===== src/hdl/mpfr_pkg.sv =====
// shared types, constants and the crc16 byte update for the position frame receiver
package mpfr_pkg;

   // configuration register indexes
   localparam logic [7:0] CSR_STATION_ADDRESS = 8'd0;
   localparam logic [7:0] CSR_FUNCTION_CODE   = 8'd1;
   localparam logic [7:0] CSR_MIN_PAYLOAD     = 8'd2;
   localparam logic [7:0] CSR_MAX_PAYLOAD     = 8'd3;

   // register reset values
   localparam logic [7:0] STATION_ADDRESS_RST = 8'd1;
   localparam logic [7:0] FUNCTION_CODE_RST   = 8'd3;
   localparam logic [7:0] MIN_PAYLOAD_RST     = 8'd4;
   localparam logic [7:0] MAX_PAYLOAD_RST     = 8'd90;

   // frame layout constants
   localparam logic [7:0]  HARD_MAX_PAYLOAD = 8'd250;
   localparam logic [15:0] CRC_INIT         = 16'hFFFF;
   localparam logic [15:0] CRC_POLY         = 16'hA001;
   localparam logic [7:0]  TAG_FIRST        = 8'hAC;
   localparam logic [7:0]  TAG_SECOND       = 8'hDA;
   localparam logic [7:0]  FIELD_BASE       = 8'd6;
   localparam logic [7:0]  MASK_SKIP        = 8'd32;
   localparam logic [7:0]  HEADER_BYTES     = 8'd3;

   // result status codes
   typedef enum logic [2:0] {
      STATUS_CRC_BAD   = 3'd0,
      STATUS_TAG_BAD   = 3'd1,
      STATUS_TOO_SHORT = 3'd2,
      STATUS_NO_FIX    = 3'd3,
      STATUS_POS_VALID = 3'd4
   } status_type;

   // configuration register contents
   typedef struct packed {
      logic [7:0] station_address;
      logic [7:0] function_code;
      logic [7:0] min_payload;
      logic [7:0] max_payload;
   } cfg_type;

   // modbus crc16 over one byte, reflected polynomial
   function automatic logic [15:0] crc16_feed(input logic [15:0] crc, input logic [7:0] data);
      logic [15:0] c;
      c = crc ^ {8'd0, data};
      for (int k = 0; k < 8; k++) begin
         if (c[0]) begin
            c = (c >> 1) ^ CRC_POLY;
         end else begin
            c = c >> 1;
         end
      end
      return c;
   endfunction

endpackage


===== src/hdl/mpfr_csr_regs.sv =====
// configuration registers of the position frame receiver
module mpfr_csr_regs (
   input  logic             clock,
   input  logic             reset,
   input  logic             csr_valid,
   output logic             csr_ready,
   input  logic [7:0]       csr_index,
   input  logic [7:0]       csr_data,
   output mpfr_pkg::cfg_type cfg
);
   import mpfr_pkg::*;

   cfg_type cfg_ff;

   // always able to take a write
   assign csr_ready = 1'b1;
   assign cfg       = cfg_ff;

   // register write on each completed transfer, unknown indexes ignored
   always_ff @(posedge clock) begin
      if (reset) begin
         cfg_ff.station_address <= STATION_ADDRESS_RST;
         cfg_ff.function_code   <= FUNCTION_CODE_RST;
         cfg_ff.min_payload     <= MIN_PAYLOAD_RST;
         cfg_ff.max_payload     <= MAX_PAYLOAD_RST;
      end else if (csr_valid) begin
         case (csr_index)
            CSR_STATION_ADDRESS: cfg_ff.station_address <= csr_data;
            CSR_FUNCTION_CODE:   cfg_ff.function_code   <= csr_data;
            CSR_MIN_PAYLOAD:     cfg_ff.min_payload     <= csr_data;
            CSR_MAX_PAYLOAD:     cfg_ff.max_payload     <= csr_data;
            default: ;
         endcase
      end
   end

endmodule


===== src/hdl/mpfr_parser.sv =====
// frame parser: per-byte state update, crc, field capture and the result register
module mpfr_parser (
   input  logic                clock,
   input  logic                reset,
   input  mpfr_pkg::cfg_type   cfg,
   input  logic                in_valid,
   input  logic [7:0]          in_byte,
   output logic                in_take,
   output logic                rsp_valid,
   input  logic                rsp_stall,
   output logic [2:0]          rsp_frame_status,
   output logic signed [15:0]  rsp_pos_x_cm,
   output logic signed [15:0]  rsp_pos_y_cm
);
   import mpfr_pkg::*;

   typedef enum logic [1:0] {
      PH_ADDRESS  = 2'd0,
      PH_FUNCTION = 2'd1,
      PH_LENGTH   = 2'd2,
      PH_FRAME    = 2'd3
   } phase_type;

   phase_type   phase_ff, phase_in;
   logic [7:0]  byte_pos_ff, byte_pos_in;
   logic [7:0]  pay_len_ff, pay_len_in;
   logic [15:0] crc_ff, crc_in;
   logic [15:0] crc_end_ff, crc_end_in;
   logic [15:0] last_two_ff, last_two_in;
   logic [2:0]  header_ff, header_in;     // bit0 tag first, bit1 tag second, bit2 mask
   logic [47:0] captured_ff, captured_in; // location flag, x, y

   logic              rsp_valid_ff;
   status_type        status_ff, status_in;
   logic signed [15:0] pos_x_ff, pos_x_in;
   logic signed [15:0] pos_y_ff, pos_y_in;
   logic              emit;

   logic [7:0]  idx;
   logic [7:0]  field_base;
   logic [7:0]  field_off;
   logic [15:0] sent_crc;
   logic [15:0] crc_feed;

   // a byte is taken unless a result is still waiting and stalled
   assign in_take = in_valid && !(rsp_valid_ff && rsp_stall);

   assign idx        = byte_pos_ff - HEADER_BYTES;
   assign field_base = header_ff[2] ? (FIELD_BASE + MASK_SKIP) : FIELD_BASE;
   assign field_off  = idx - field_base;
   assign sent_crc   = {in_byte, last_two_ff[7:0]};

   // next state for the byte under work
   always_comb begin
      phase_in    = phase_ff;
      byte_pos_in = byte_pos_ff;
      pay_len_in  = pay_len_ff;
      crc_in      = crc_ff;
      crc_end_in  = crc_end_ff;
      last_two_in = last_two_ff;
      header_in   = header_ff;
      captured_in = captured_ff;
      emit        = 1'b0;
      status_in   = STATUS_CRC_BAD;
      pos_x_in    = '0;
      pos_y_in    = '0;
      crc_feed    = crc16_feed((phase_ff == PH_ADDRESS) ? CRC_INIT : crc_ff, in_byte);
      case (phase_ff)
         PH_ADDRESS: begin
            if (in_byte == cfg.station_address) begin
               crc_in   = crc_feed;
               phase_in = PH_FUNCTION;
            end
         end
         PH_FUNCTION: begin
            if (in_byte == cfg.function_code) begin
               crc_in   = crc_feed;
               phase_in = PH_LENGTH;
            end else begin
               phase_in = PH_ADDRESS;
            end
         end
         PH_LENGTH: begin
            if (in_byte >= cfg.min_payload && in_byte <= cfg.max_payload &&
                in_byte <= HARD_MAX_PAYLOAD) begin
               crc_in      = crc_feed;
               crc_end_in  = crc_feed;
               pay_len_in  = in_byte;
               byte_pos_in = HEADER_BYTES;
               header_in   = '0;
               captured_in = '0;
               last_two_in = '0;
               phase_in    = PH_FRAME;
            end else begin
               phase_in = PH_ADDRESS;
            end
         end
         default: begin
            // payload bytes feed the crc and the field capture
            if (idx < pay_len_ff) begin
               crc_in     = crc_feed;
               crc_end_in = crc_feed;
               if (idx == 8'd0 && in_byte == TAG_FIRST) header_in[0] = 1'b1;
               if (idx == 8'd1 && in_byte == TAG_SECOND) header_in[1] = 1'b1;
               if (idx == 8'd3 && in_byte[0]) header_in[2] = 1'b1;
               if (idx >= 8'd4 && idx >= field_base && idx < field_base + 8'd6) begin
                  for (int k = 0; k < 6; k++) begin
                     if (field_off == 8'(k)) captured_in[47 - 8*k -: 8] = in_byte;
                  end
               end
            end
            last_two_in = {last_two_ff[7:0], in_byte};

            if ({1'b0, byte_pos_ff} + 9'd1 < {1'b0, pay_len_ff} + 9'd5) begin
               byte_pos_in = byte_pos_ff + 8'd1;
            end else begin
               // frame end: judge with the crc sent low byte first
               phase_in = PH_ADDRESS;
               emit     = 1'b1;
               if (sent_crc != crc_end_ff) begin
                  status_in = STATUS_CRC_BAD;
               end else if (pay_len_ff < 8'd2) begin
                  status_in = STATUS_TOO_SHORT;
               end else if (header_ff[1:0] != 2'b11) begin
                  status_in = STATUS_TAG_BAD;
               end else if (pay_len_ff < 8'd4) begin
                  status_in = STATUS_TOO_SHORT;
               end else if (pay_len_ff < field_base + 8'd2) begin
                  status_in = STATUS_TOO_SHORT;
               end else if (captured_ff[47:32] == 16'd0) begin
                  status_in = STATUS_NO_FIX;
               end else if (pay_len_ff < field_base + 8'd6) begin
                  status_in = STATUS_TOO_SHORT;
               end else begin
                  status_in = STATUS_POS_VALID;
                  pos_x_in  = captured_ff[31:16];
                  pos_y_in  = captured_ff[15:0];
               end
            end
         end
      endcase
   end

   // parse state and result register
   always_ff @(posedge clock) begin
      if (reset) begin
         phase_ff     <= PH_ADDRESS;
         byte_pos_ff  <= '0;
         pay_len_ff   <= '0;
         crc_ff       <= CRC_INIT;
         crc_end_ff   <= '0;
         last_two_ff  <= '0;
         header_ff    <= '0;
         captured_ff  <= '0;
         rsp_valid_ff <= 1'b0;
      end else begin
         if (in_take) begin
            phase_ff    <= phase_in;
            byte_pos_ff <= byte_pos_in;
            pay_len_ff  <= pay_len_in;
            crc_ff      <= crc_in;
            crc_end_ff  <= crc_end_in;
            last_two_ff <= last_two_in;
            header_ff   <= header_in;
            captured_ff <= captured_in;
         end
         if (in_take && emit) begin
            rsp_valid_ff <= 1'b1;
            status_ff    <= status_in;
            pos_x_ff     <= pos_x_in;
            pos_y_ff     <= pos_y_in;
         end else if (!rsp_stall) begin
            rsp_valid_ff <= 1'b0;
         end
      end
   end

   assign rsp_valid        = rsp_valid_ff;
   assign rsp_frame_status = status_ff;
   assign rsp_pos_x_cm     = pos_x_ff;
   assign rsp_pos_y_cm     = pos_y_ff;

endmodule


===== src/hdl/modbus_position_frame_receiver.sv =====
// Receives one serial byte per transfer and delivers one position result per
// complete frame: station address, function code, bounded length byte,
// payload and a Modbus CRC16 sent low byte first. A byte may be offered on
// every clock cycle; it is held in an input register and parsed from there,
// and parsing the last CRC byte also loads the result register. The only limit
// on rate is the result register: while a result waits under rsp_stall no byte
// is parsed, the byte in the input register is held and req_stall is raised for
// the next one. Configuration writes are always taken and apply from the next
// parsed byte; make them only while idle.
module modbus_position_frame_receiver (
   input  logic               clock,
   input  logic               reset,
   input  logic               req_valid,
   output logic               req_stall,
   input  logic [7:0]         req_rx_byte,
   output logic               rsp_valid,
   input  logic               rsp_stall,
   output logic [2:0]         rsp_frame_status,
   output logic signed [15:0] rsp_pos_x_cm,
   output logic signed [15:0] rsp_pos_y_cm,
   input  logic               csr_valid,
   output logic               csr_ready,
   input  logic [7:0]         csr_index,
   input  logic [7:0]         csr_data
);
   import mpfr_pkg::*;

   cfg_type    cfg;
   logic       in_valid_ff;
   logic [7:0] in_byte_ff;
   logic       in_take;

   // configuration registers
   mpfr_csr_regs u_csr (
      .clock     (clock),
      .reset     (reset),
      .csr_valid (csr_valid),
      .csr_ready (csr_ready),
      .csr_index (csr_index),
      .csr_data  (csr_data),
      .cfg       (cfg)
   );

   // input register, refilled in the same cycle it is drained
   assign req_stall = in_valid_ff && !in_take;

   always_ff @(posedge clock) begin
      if (reset) begin
         in_valid_ff <= 1'b0;
      end else if (req_valid && !req_stall) begin
         in_valid_ff <= 1'b1;
      end else if (in_take) begin
         in_valid_ff <= 1'b0;
      end
   end

   always_ff @(posedge clock) begin
      if (req_valid && !req_stall) begin
         in_byte_ff <= req_rx_byte;
      end
   end

   // parser and result register
   mpfr_parser u_parser (
      .clock            (clock),
      .reset            (reset),
      .cfg              (cfg),
      .in_valid         (in_valid_ff),
      .in_byte          (in_byte_ff),
      .in_take          (in_take),
      .rsp_valid        (rsp_valid),
      .rsp_stall        (rsp_stall),
      .rsp_frame_status (rsp_frame_status),
      .rsp_pos_x_cm     (rsp_pos_x_cm),
      .rsp_pos_y_cm     (rsp_pos_y_cm)
   );

`ifndef SYNTHESIS
   // a new result only follows a parsed byte
   a_rsp_from_byte: assert property (@(posedge clock) disable iff (reset)
      $rose(rsp_valid) |-> $past(in_valid_ff))
      else $error("result appeared without a parsed byte");

   // coordinates are zero unless the position is valid
   a_zero_coords: assert property (@(posedge clock) disable iff (reset)
      rsp_valid && rsp_frame_status != STATUS_POS_VALID |->
         rsp_pos_x_cm == 16'sd0 && rsp_pos_y_cm == 16'sd0)
      else $error("coordinates set on a failed frame");

   // input is held back only for a stalled result
   a_stall_cause: assert property (@(posedge clock) disable iff (reset)
      req_stall |-> in_valid_ff && rsp_valid && rsp_stall)
      else $error("input stalled without a stalled result");
`endif

endmodule


===== config.mk =====
export PLATFORM = sky130hd
export DESIGN_NAME = modbus_position_frame_receiver
export DESIGN_NICKNAME = d
export VERILOG_FILES = /design/src/hdl/mpfr_pkg.sv /design/src/hdl/mpfr_csr_regs.sv /design/src/hdl/mpfr_parser.sv /design/src/hdl/modbus_position_frame_receiver.sv
export SDC_FILE = /design/constraint.sdc
export NUM_CORES = 1
export LEC_CHECK = 0
export BUFFER_PORTS_ARGS = -buffer_cell sky130_fd_sc_hd__buf_2
export CAP_MARGIN = 20
export CORE_MARGIN = 1.5
export CORE_UTILIZATION = 30
export CTS_CLUSTER_DIAMETER = 200
export DETAILED_ROUTE_END_ITERATION = 6
export MAX_ROUTING_LAYER = met4
export PLACE_DENSITY = 0.56
export SYNTH_ARGS = -nofsm -noshare
export SYNTH_HDL_FRONTEND = slang
export SYNTH_HIERARCHICAL = 1
export SYNTH_SLANG_ARGS = --single-unit

===== constraint.sdc =====
create_clock -name clock -period 12 [get_ports clock]
set_input_delay 0.6 -clock clock [delete_from_list [all_inputs] [get_ports clock]]
set_output_delay 0.6 -clock clock [all_outputs]
set_load 0.005 [all_outputs]

* After elaboration in Yosys (flattened, before gate mapping) *
Cells that the tools add are included.

storage, ports and cells
  memory bits (read-only) = 0
  logic and storage cells = 194
  latch bits = 0
  memories = 0
  input port bits = 29
  bits in registers = 186
  output and inout bits = 38
  memory bits (writable) = 0

operators by class
  reduce and logical (&&, ||, !) cells = 60
  multiply operators = 0
  $add $sub $neg = 7
  $lt $le $gt $ge = 12
  eq/ne operators = 23
  shifts and indexed selects = 0
  divide/modulo/power cells = 0
  bitwise operators = 11
  muxes and demuxes = 54

operators with widths
  kind                count
  $mux 16             13
  $mux 48             3
  $pmux 48 s2         1
  $mux 8              9
  $pmux 16 s3         1
  $eq 8x2->1 const B  5
  $reduce_and 6->1    6
  $lt 8x8->1          4
  $pmux 16 s2         1
  $pmux 8 s2          2
  $reduce_bool 2->1   13
  $eq 8x1->1 const B  3
  $logic_not 8->1     3
  $not 2->3           8
  $reduce_and 5->1    4
  $mux 2              9
  $eq 8x3->1 const B  2
  $eq 8x8->1          2
  $eq 8x8->1 const B  2
  $ge 8x8->1          2
  $logic_not 16->1    1
  $ne 16x16->1        1
  $xor 16x8->16       1
  $logic_and 1x1->1   12
  36 further kinds    59

* Logic depth before layout (Yosys ltp) *
Gate-level depths: netlist (run 1).

  depth after elaboration = 21
  mapped depth = 15
  mapped depth without buffers = 12

* Cells and area by module *
The synthesis (run 1) kept the hierarchy.

modules (own cells, without submodules)
  module                          cells an instance  area an instance (µm²)  seq. area each (µm²)  instances
  mpfr_parser                     794                7,697.4                 3,253.1               1
  mpfr_csr_regs                   126                1,347.5                 640.6                 1
  modbus_position_frame_receiver  12                 290.3                   260.2                 1

* Least setup slack after synthesis (run 1) *
OpenSTA, ideal clock, no wires.

  path kind = register -> register
  start = reg u_parser.byte_pos_ff[1]
  end = reg u_parser.status_ff[0] (netlist: u_parser/rsp_frame_status[0]), enable pin
  path buffers = 1
  required time = 11,470 ps
  slack = 5,589 ps
  period minus slack after synthesis = 6,411 ps
  cell stages (with the launch flop) = 12
  arrival time = 5,881 ps
  library setup time = 530 ps
  cells stage by stage = dfxtp_1 > ha_1 > clkbuf_1 > and3_1 > and3_1 > xor2_1 > ha_1 > o21ai_0 > nand2b_1 > a21oi_1 > or2_2 > nor4b_1

between the ends
  cells in the longest elaborated chain, start to end = 6

ends and longest elaborated chain
  item                               line                text
  from (decl)                        mpfr_parser.sv:25   logic [7:0] byte_pos_ff, byte_pos_in;
  from (signal assigned)             mpfr_parser.sv:159  byte_pos_ff <= byte_pos_in;
  $add 8x1->9                        mpfr_parser.sv:114  if ({1'b0, byte_pos_ff} + 9'd1 < {1'b0, pay_len_ff} + 9'd5) begin
  $lt 9x9->1                         mpfr_parser.sv:114
  $mux 1                             mpfr_parser.sv:114
  $mux 1                             mpfr_parser.sv:68   case (phase_ff)
  $logic_and 1x1->1                  mpfr_parser.sv:167  if (in_take && emit) begin
  $reduce_and 2->1 (no source line)  -
  to (signal assigned)               mpfr_parser.sv:169  status_ff <= status_in;
  to (decl)                          mpfr_parser.sv:34   status_type status_ff, status_in;

Every way passes these cells.
A chain may end at the register's enable or synchronous reset.

* Final worst setup path (run 1) *
  start = reg u_parser.byte_pos_ff[0]
  end = reg u_parser.crc_ff[1]

between the ends
  cells in the longest elaborated chain, start to end = 4

ends and longest elaborated chain
  item                                line                text
  $sub 8x2->8                         mpfr_parser.sv:48   assign idx = byte_pos_ff - HEADER_BYTES;
  $lt 8x8->1                          mpfr_parser.sv:100  if (idx < pay_len_ff) begin
  $reduce_bool 4->1 (no source line)  -
  $reduce_and 5->1 (no source line)   -
  to (signal assigned)                mpfr_parser.sv:161  crc_ff <= crc_in;
  to (decl)                           mpfr_parser.sv:27   logic [15:0] crc_ff, crc_in;

Every way passes these cells.

==> run metrics, run 1 <==
status finished, final reports clean; crit path buf inv count 0; DRT iter0 DRCs about 450; Clock Latency Late Sink ~440 ps; Worst-Margin Slew 1060 ps; DRT antenna net count 0; Hold Crit Class in -> reg; vias per cell slightly below 5; Post-DP HPWL approximately 15 mm; register area share after synthesis between 40% and 50%; first-pass GRT wire length roughly 35 mm; Area Overhead vs Synth 13.3%; distinct cell type count after synthesis between 70 and 80; num rows 64; max_slew headroom between 20% and 30%; Die Area roughly 32000 um^2; WHS 336 ps; Hold Path End in_byte_ff[3]$_DFFE_PP_; number of synthesized flops with an enable pin between 40 and 50; fin crit period 4750 ps; layout cells sized above 1 about an eighth; Setup WS post-layout 7250 ps; Static Leak between 4 and 5 nW; Reg2Reg Depth 11; Setup WS pre-CTS 7390 ps; FMAX ~0.21 GHz; crit path max fanout 23; crit-path most repeated cell ha_1; Routed wire per std cell 16.3 um; startpoint type of the worst setup path register; Synth area leader dfxtp_1; cell count along the critical path 11; core area between 30000 and 40000 um^2; Tcrit/Tclk final approximately two fifths; Slowest-stage cell, CP a211oi_1; Min-Delay Startpoint req_rx_byte[3]; routability cong. 0.868; worst-case clock buffer depth 2; I/O pin cnt 67; logic gate share of total power under 10%; Port Buffers 65; Yosys Warn Count 6; Cell Area, Synth around 9300 um^2; top cells by area, synth dfxtp_1 (31%), edfxtp_1 (14%), ha_1 (5.9%); TritonCTS buffer count 17; Setup violations, final 0; Async S/R FF share, synth 0%; initial antenna violation count 0; Detailed Routing Iterations Pass 1 4; Synth Register Bits between 150 and 200; Starting Density between 30% and 40%; switching share of total power 24.5%; unrepaired setup endpoints after global routing false; n_diodes 0; vias in the first global route roughly 6600; P_int between 0.9 and 1 mW; total track usage 14.2%; RR Startpoint u_parser/byte_pos_ff[0]$_SDFFE_PP0P_; r2r setup slk slightly above 7000 ps; clock sink count 186; Die Span X between 150 and 200 um; Hold Fails Final Rpt 0; Total Neg Setup Slack 0 ps; worst path cell trace ha_1 > nor3_1 > xor2_1 > ha_1 > a21o_1 > a21oi_1 > o21a_1 > o21ai_0 > a211oi_1 > nand2_1 > a211o_1; postcts setup bufs 0; Post-Synthesis Cells ~930; Net Sw Power around 0.3 mW; Max VDD drop 0.0838 mV; Setup Skew between 10 and 15 ps; Nets roughly 1000; WP data required approximately 12000 ps; total power draw approximately 1.3 mW; clock-pin slew on the worst setup and hold paths 70 ps; GRT overflow 0; H-tree depth 4; power share of the clock group a little over two fifths; hold buffers post-CTS 0; total number of vias 6807; Residual DRC 0; largest stage delay on the critical path between 700 and 800 ps; Cell Pwr Density about 120 nW/um^2; Synth Flop Type dfxtp_1; sequential cell fraction of total power a little over 50%; syn_nets roughly 1000; root buffer cell clkbuf_16; Die Height 179 um; hold path cells 1; TritonCTS clock tree done; Total Routed Length 22.4 mm; WS Path Type reg -> reg; Slew Limit Fails 0; Reg-to-Reg End u_parser/crc_ff[1]$_SDFFE_PP1P_; Avg Synthesized Cell Area approximately 10 um^2; Synth top area share 30.7%; Worst EP arrival 5060 ps; Critical Path Sink Type register; CP top delay family compound AO/OA/AOI/OAI gates; Max Cap Viol 0; largest net degree at the start of global routing between 80 and 90; CTS resizes 0
-- per-layer routing --
layer	vias to the layer above	global-route usage, %	part of all wire (%)
met5	-	-	0
met4	0	4.23	1.1
met3	14	2.29	3.5
met2	136	21.7	46
met1	3274	19.2	50
li1	3383	-	-
-- logic make-up after synthesis --
family,count (synthesis),share of synthesized area [%]
DFF,186,44.5
adders and majority gates,44,5.90
muxes,54,5.80
other,1,0.0402
xor gates and xnor gates,78,7.61
and+or+nand+nor,305,17.8
buffers and inverters,95,4.28
AOI/OAI and AO/OA,169,14.1
-- stage by stage --
step           util, %  std cells  instance area, um^2
2_1_floorplan        -        932                 9340
3_3_place_gp      32.6       1343                 9960
3_5_place_dp      32.7       1344                 9990
4_1_cts           34.5       1376                10600
5_1_grt           34.6       1377                10600
6_report          34.6       1377                10600
-- placed cells by master, fill, tap and decap left out, types with 8 or more instances in the layout --
cell	n
o21ai_0	16
nor4_1	10
a211o_1	14
a211oi_1	10
nand3_1	13
xor2_1	29
ha_1	44
buf_2	65
and3_1	13
edfxtp_1	43
nor3_1	13
dfxtp_1	143
o2bb2ai_1	16
nand2b_1	39
nand2_1	39
xnor2_1	47
inv_1	38
a21oi_1	27
a22oi_1	8
nor2_1	86
nand4_1	11
mux2i_1	53
and2_1	40
clkbuf_16	17
a32o_1	32
-- flip-flops by register name, indices dropped and copies added (netlist names) --
signal	cells
u_parser/last_two_ff	8
u_parser/rsp_pos_y_cm	16
u_parser/rsp_pos_x_cm	16
u_parser/rsp_frame_status	3
u_parser/crc_end_ff	16
u_parser/rsp_valid	1
u_parser/captured_ff	48
u_csr/cfg	32
in_valid_ff	1
u_parser/phase_ff	2
u_parser/byte_pos_ff	8
in_byte_ff	8
u_parser/crc_ff	16
u_parser/pay_len_ff	8
u_parser/header_ff	3
-- layout make-up --
class	instances	area, um^2
Clock inverter	13	108
Inverter	38	143
Sequential cell	186	4150
Fill cell	3145	20000
Clock buffer	19	453
Tap cell	396	495
Timing Repair Buffer	74	433
Multi-Input combinational cell	651	4790
-- power groups by stage --
| stage | clock [mW] | combinational, mW | sequential (mW) |
|---|---|---|---|
| floorplan | 0 | 0.0466 | 0.656 |
| global placement | 0 | 0.0649 | 0.662 |
| detailed placement | 0 | 0.0655 | 0.662 |
| CTS | 0.553 | 0.0657 | 0.648 |
| global route | 0.578 | 0.0714 | 0.648 |
| finish | 0.539 | 0.0658 | 0.648 |
-- worst max path at each step --
stage	endpoint	startpoint
6_report	u_parser/crc_ff[1]$_SDFFE_PP1P_	u_parser/byte_pos_ff[0]$_SDFFE_PP0P_
4_1_cts	u_parser/crc_ff[1]$_SDFFE_PP1P_	u_parser/byte_pos_ff[0]$_SDFFE_PP0P_
3_5_place_dp	u_parser/crc_ff[1]$_SDFFE_PP1P_	u_parser/byte_pos_ff[0]$_SDFFE_PP0P_
3_3_place_gp	u_parser/captured_ff[31]$_SDFFE_PP0P_	u_parser/byte_pos_ff[0]$_SDFFE_PP0P_
2_1_floorplan	u_parser/rsp_frame_status[0]$_SDFFCE_PP0P_	u_parser/byte_pos_ff[1]$_SDFFE_PP0P_
5_1_grt	u_parser/crc_ff[4]$_SDFFE_PP1P_	u_parser/byte_pos_ff[0]$_SDFFE_PP0P_
-- cell usage after synthesis, drive strengths merged, types with 5 or more instances --
cell type    n
nand2       39
nand2b      39
xnor2       47
nor2        86
nor3        14
and3        13
or4          6
o21ai       22
clkbuf      42
nor2b        6
nor4        10
o21a         5
o2bb2ai     16
a211oi      11
dfxtp      143
mux2i       53
and2        41
edfxtp      43
buf         15
nand3       14
a21oi       27
nand4       12
a211o       14
ha          44
a32o        32
xor2        29
inv         38
a22oi        8
Power figures use the tool's default switching activity.
==> inputs of run 2 (changes only) <==
==> constraint.sdc (replaced) <==
create_clock -name clock -period 4.8 [get_ports clock]
set_input_delay 0.24 -clock clock [delete_from_list [all_inputs] [get_ports clock]]
set_output_delay 0.24 -clock clock [all_outputs]
set_load 0.005 [all_outputs]
==> run 2 against run 1 <==
  * Maximum frequency is 15% higher
  * Cell count is 0.73% higher
  * Wire length barely moved
  * Clock-buffer cell count rose by 1
  * Critical path depth increased by 1
  * Sequential share of layout area decreased by 0.50 points
  * Largest cell class unchanged
==> run metrics, run 2 (synthesis gave the netlist of run 1 again) <==
core area 30600 um^2; n_diodes 0; max layer used met4; Total Neg Setup Slack 0 ps; Setup WS post-layout about 670 ps; Slew Limit Fails 0; DRT iter0 DRCs roughly 350; met3 routed WL ~670 um; Most flops, register u_parser/captured_ff; Cell Area, Placed ~10000 um^2; CTS resizes 0; Port Buffers 65; startpoint type of the worst setup path register; total power draw 3.29 mW; Worst-Margin Slew around 1000 ps; CP top delay family compound AO/OA/AOI/OAI gates; Total Routed Length ~22 mm; vias per cell between 4 and 5; Starting Density between 30% and 40%; Fillers between 3000 and 4000; Max Cap Viol 0; max reg flops between 40 and 50; Storage cell area ~4200 um^2; num rows 64; Die Span X about 180 um; DRT met1 WL around 11 mm; Die Height between 150 and 200 um; most common cell after layout, fill and taps aside dfxtp_1; Setup Skew 14.2 ps; clock-pin slew on the worst setup and hold paths 70 ps; DR WL met2 slightly above 10 mm; Setup violations, final 0; TritonCTS clock tree done; total track usage around 15%; vias in the first global route just under 7000; Nets roughly 1100; largest net degree at the start of global routing 57; first-pass GRT wire length about 37 mm; FMAX about 0.24 GHz; total number of vias 6821; clock sink count 186; H-tree depth 4; fin crit period 4130 ps; Worst EP arrival roughly 4500 ps; crit-path most repeated cell ha_1; WHS 95.3 ps; layout cells sized above 1 12.5%; post-route insts no fill roughly 1400; Area Overhead vs Synth 14.8%; worst-case clock buffer depth 2; WP data required between 5000 and 6000 ps; Post-DP HPWL about 16 mm; Hold Fails Final Rpt 0; unrepaired setup endpoints after global routing false; Setup WS pre-CTS ~670 ps; Die Area roughly 32000 um^2; DRT antenna net count 0; worst path cell trace ha_1 > nor3_1 > xor2_1 > ha_1 > a21o_1 > a21oi_1 > o21a_1 > o21ai_0 > or4_4 > a211oi_4 > buf_4 > a32o_1; Cell Pwr Density just over 300 nW/um^2; commonest cells after routing, fill and taps aside dfxtp_1 (143), nor2_1 (86), buf_2 (65); WS Path Type reg -> reg; Critical Path Sink Type register; Routed wire per std cell 16.2 um; Tcrit/Tclk final 86.0%; Detailed Routing Iterations Pass 1 5; TritonCTS buffer count 17; crit path buf inv count 1; GRT overflow 0; crit path max fanout 32; Max VDD drop 0.211 mV; routability cong. between 0.8 and 0.9; status finished, final reports clean; Clock Latency Late Sink between 400 and 500 ps; multi-input logic area 4800 um^2; max_slew headroom approximately 33%; postcts setup bufs 0; initial antenna violation count 0; Hold Crit Class in -> reg; Placed Cells between 1000 and 1500; fin util approximately a third; root buffer cell clkbuf_16; I/O pin cnt 67; Slowest-stage cell, CP ha_1; Residual DRC 0; cell area after layout approximately 11000 um^2; Static Leak between 4 and 5 nW; largest stage delay on the critical path about 720 ps
## run 2: cell types whose count changed in the layout (fill, tap and decap cells not counted), moves of 2 or more
cell           change
buf_4              +3
bufinv_16          +3
clkbuf_8           -2
dlygate4sd3_1      +8
clkinvlp_4         -4
clkbuf_1           +2
inv_6              -2
clkinv_1           +2
buf_16             -2
## run 2: layer usage
| metal | track usage, % | up-vias |
|---|---|---|
| met2 | 23.0 | 111 |
| met1 | 19.3 | 3284 |
| met3 | 2.41 | 18 |
| met4 | 3.97 | 0 |
| met5 | - | - |
| li1 | - | 3408 |
## run 2: repair_timing
action,in CTS,in global routing
hold endpoints to repair,8,0
endpoints found under the setup margin,0,0
hold buffers,8,0
## run 2: final timing paths
path | from | endpoint | slack [ps] | cells past startpoint
worst min register to register | u_parser/captured_ff[27]$_SDFFE_PP0P_ | u_parser/captured_ff[27]$_SDFFE_PP0P_ | 460 | 1
worst min-delay path | csr_data[1] | u_csr/cfg[1]$_SDFFE_PP1P_ | 100 | 3
worst max register to register | u_parser/byte_pos_ff[0]$_SDFFE_PP0P_ | u_parser/captured_ff[44]$_SDFFE_PP0P_ | 670 | 12
worst max-delay path | u_parser/byte_pos_ff[0]$_SDFFE_PP0P_ | u_parser/captured_ff[44]$_SDFFE_PP0P_ | 670 | 12
## run 2: where the power goes
group	leakage (nW)	internal, mW	total (mW)	switching [mW]
logic	2.31	0.0688	0.169	0.101
clock network	0.303	0.862	1.50	0.638
registers	1.47	1.60	1.62	0.0194
total	4.08	2.53	3.29	0.758
## run 2: area by class of cell
cell class,instances,share of cell area (%)
Sequential cell,186,38.8
Clock inverter,12,1.53
Clock buffer,20,4.27
Inverter,38,1.33
Multi-Input combinational cell,651,44.8
Tap cell,396,4.62
Timing Repair Buffer,84,4.67
## run 2: worst min-delay path: stages
cell and delay (ps):
buf_2 90, nor2_1 50, mux2i_1 100
==> inputs of run 3 (changes only) <==
--- a/config.mk
+++ b/config.mk
@@ -5,6 +5,7 @@
 export SDC_FILE = /design/constraint.sdc
 export NUM_CORES = 1
 export LEC_CHECK = 0
+export ABC_AREA = 1
 export BUFFER_PORTS_ARGS = -buffer_cell sky130_fd_sc_hd__buf_2
 export CAP_MARGIN = 20
 export CORE_MARGIN = 1.5
==> run 3 against run 2 <==
  * Area after synthesis increased by 6.0%
  * Flip-flop and latch count unchanged
  * Design area increased by 4.5%
  * Clock power decreased by 8%
  * Highest routed layer unchanged
  * Via count increased by 25%
  * Largest cell class unchanged
  * First-iteration DRC count increased by 51%
==> run metrics, run 3 <==
Post-DP HPWL approximately 17 mm; synth cell count leaders nand2_1 (288), nor2_1 (205), inv_1 (161); max reg flops 48; Yosys Warn Count 6; startpoint type of the worst setup path register; I/O pin cnt between 60 and 70; Clock Latency Late Sink around 440 ps; clock-pin slew on the worst setup and hold paths 70 ps; Slew Limit Fails 0; DRT antenna net count 0; count leader, synth nand2_1; largest stage delay on the critical path 440 ps; H-tree depth 4; Slowest-stage cell, CP dfxtp_1; Worst EP arrival ~3500 ps; Routed wire per std cell ~13 um; initial antenna violation count 0; DRT iter0 DRCs approximately 530; num rows 66; fin crit period about 3400 ps; status finished, final reports clean; Synth top area share 28.9%; total number of vias 8518; Die Span X 185 um; Cell Area, Synth just under 10000 um^2; worst path cell trace nand2_1 > nor2_1 > inv_1 > nor2_1 > inv_1 > nor2_1 > nand2_1 > xor2_1 > inv_1 > ha_1 > inv_1 > nor3_1 > o211ai_1 > nand3_1 > nand4_1 > inv_1 > buf_4; hold buffers post-CTS 7; Die Area approximately 34000 um^2; WS Path Type reg -> reg; largest net degree at the start of global routing between 80 and 90; top cells by area, synth dfxtp_1 (29%), edfxtp_1 (13%), nand2_1 (11%); Most flops, register u_parser/captured_ff; crit path max fanout 35; Nets between 1000 and 1500; Cell Area, Placed roughly 11000 um^2; postcts setup bufs 0; Setup WS pre-CTS 1370 ps; cell area after layout 11200 um^2; Residual DRC 0; Post-Synthesis Cells around 1400; worst-case clock buffer depth 2; unrepaired setup endpoints after global routing false; r2r setup slk between 1000 and 1500 ps; Setup Skew about 16 ps; WP data required approximately 4900 ps; Static Leak ~4.7 nW; Worst-Margin Slew between 900 and 1000 ps; n_diodes 0; total track usage 15.6%; Hold Fails Final Rpt 0; Reg2Reg Depth 17; TritonCTS buffer count 17; Async S/R FF share, synth 0%; max_slew headroom roughly 34%; vias in the first global route 7988; Synth Flop Type dfxtp_1; GRT overflow 0; commonest cells after routing, fill and taps aside nand2_1 (288), nor2_1 (205), inv_1 (160); Max Cap Viol 0; Hold Crit Class in -> reg; core area around 33000 um^2; TritonCTS clock tree done; Setup WS post-layout around 1400 ps; Starting Density 30.4%; CTS resizes 0; hold path cells 3; number of synthesized flops with an enable pin 43; Total Neg Setup Slack 0 ps; syn_nets approximately 1400; Port Buffers 65; distinct cell type count after synthesis 42; first-pass GRT wire length 40.8 mm; vias per cell approximately 4.6; clock sink count 186; Die Height approximately 180 um; Avg Synthesized Cell Area approximately 7.2 um^2; register area share after synthesis 42.0%; Synth Register Bits roughly 190; Synth area leader dfxtp_1; Total Routed Length 24.7 mm; Tcrit/Tclk final 71.6%; Detailed Routing Iterations Pass 1 5; Critical Path Sink Type register; layout cells sized above 1 about a tenth; routability cong. roughly 0.87; Cell Pwr Density between 200 and 300 nW/um^2; crit-path most repeated cell inv_1; Area Overhead vs Synth 13.1%; FMAX about 0.29 GHz; most common cell after layout, fill and taps aside nand2_1; Max VDD drop ~0.24 mV; Setup violations, final 0; Fillers ~3600; root buffer cell clkbuf_16
[run 3: area by class of cell]
cell class	count	area [um^2]	share of cell area, %
timing repair buffer	82	473	4.22
sequential	186	4150	37.1
multi-input combinational	955	4820	43.0
clock inverter	14	135	1.21
inverter	168	631	5.63
clock buffer	18	433	3.87
tap	442	553	4.94
[run 3: layer usage]
metal	share of wire, %	GRT usage [%]	up-vias	routed length, um
met4	1.1	4.16	0	280
met2	46	25.3	151	11500
met1	49	19.8	3891	12100
li1	-	-	4464	-
met5	0	-	-	0
met3	3.5	2.81	12	857
[run 3: critical path: cells and delay by family, from the launching register on]
kind                       cells  cell delay [ps]
buffers and inverters          6              730
and+or+nand+nor                8             1250
DFF                            1              440
AOI/OAI and AO/OA              1              150
adders and majority gates      1              280
xor gates and xnor gates       1              210
[run 3: cells by family (layout without fill, tap and decap cells)]
family | Yosys count | in the layout | share of synthesized area (%)
xor gates and xnor gates | 47 | 47 | 4.24
DFF | 186 | 186 | 42.0
AOI/OAI and AO/OA | 180 | 180 | 9.57
adders and majority gates | 44 | 44 | 5.56
other | 1 | 1 | 0.0379
and+or+nand+nor | 683 | 683 | 29.3
buffers and inverters | 228 | 282 | 9.34
[run 3: path summary, 6_finish.rpt]
check	start	end
hold reg to reg	u_csr/cfg[6]$_SDFFE_PP1P_	u_csr/cfg[6]$_SDFFE_PP1P_
hold / removal	csr_data[3]	u_csr/cfg[3]$_SDFFE_PP1P_
setup / recovery	u_parser/byte_pos_ff[0]$_SDFFE_PP0P_	u_parser/rsp_pos_x_cm[9]$_SDFFCE_PP0P_
setup reg to reg	u_parser/byte_pos_ff[0]$_SDFFE_PP0P_	u_parser/rsp_pos_x_cm[9]$_SDFFCE_PP0P_
[run 3: per-stage QoR]
stage / hold slack [ps] / power, mW / cells / utilization [%]
final: 60.7 / 3.17 / 1865 / 34.4
after CTS: 6.15 / 3.20 / 1864 / 34.4
after global routing: 52.1 / 3.30 / 1865 / 34.4
after floorplan: 309 / 1.76 / 1369 / -
after global placement: 423 / 1.82 / 1825 / 32.4
after detailed placement: 424 / 1.82 / 1825 / 32.4
[run 3: report_power, final]
group          internal [mW]  total (mW)  switching, mW
combinational         0.0555       0.173          0.117
clock                  0.696        1.38          0.681
sequential              1.60        1.62         0.0169
total                   2.35        3.17          0.815
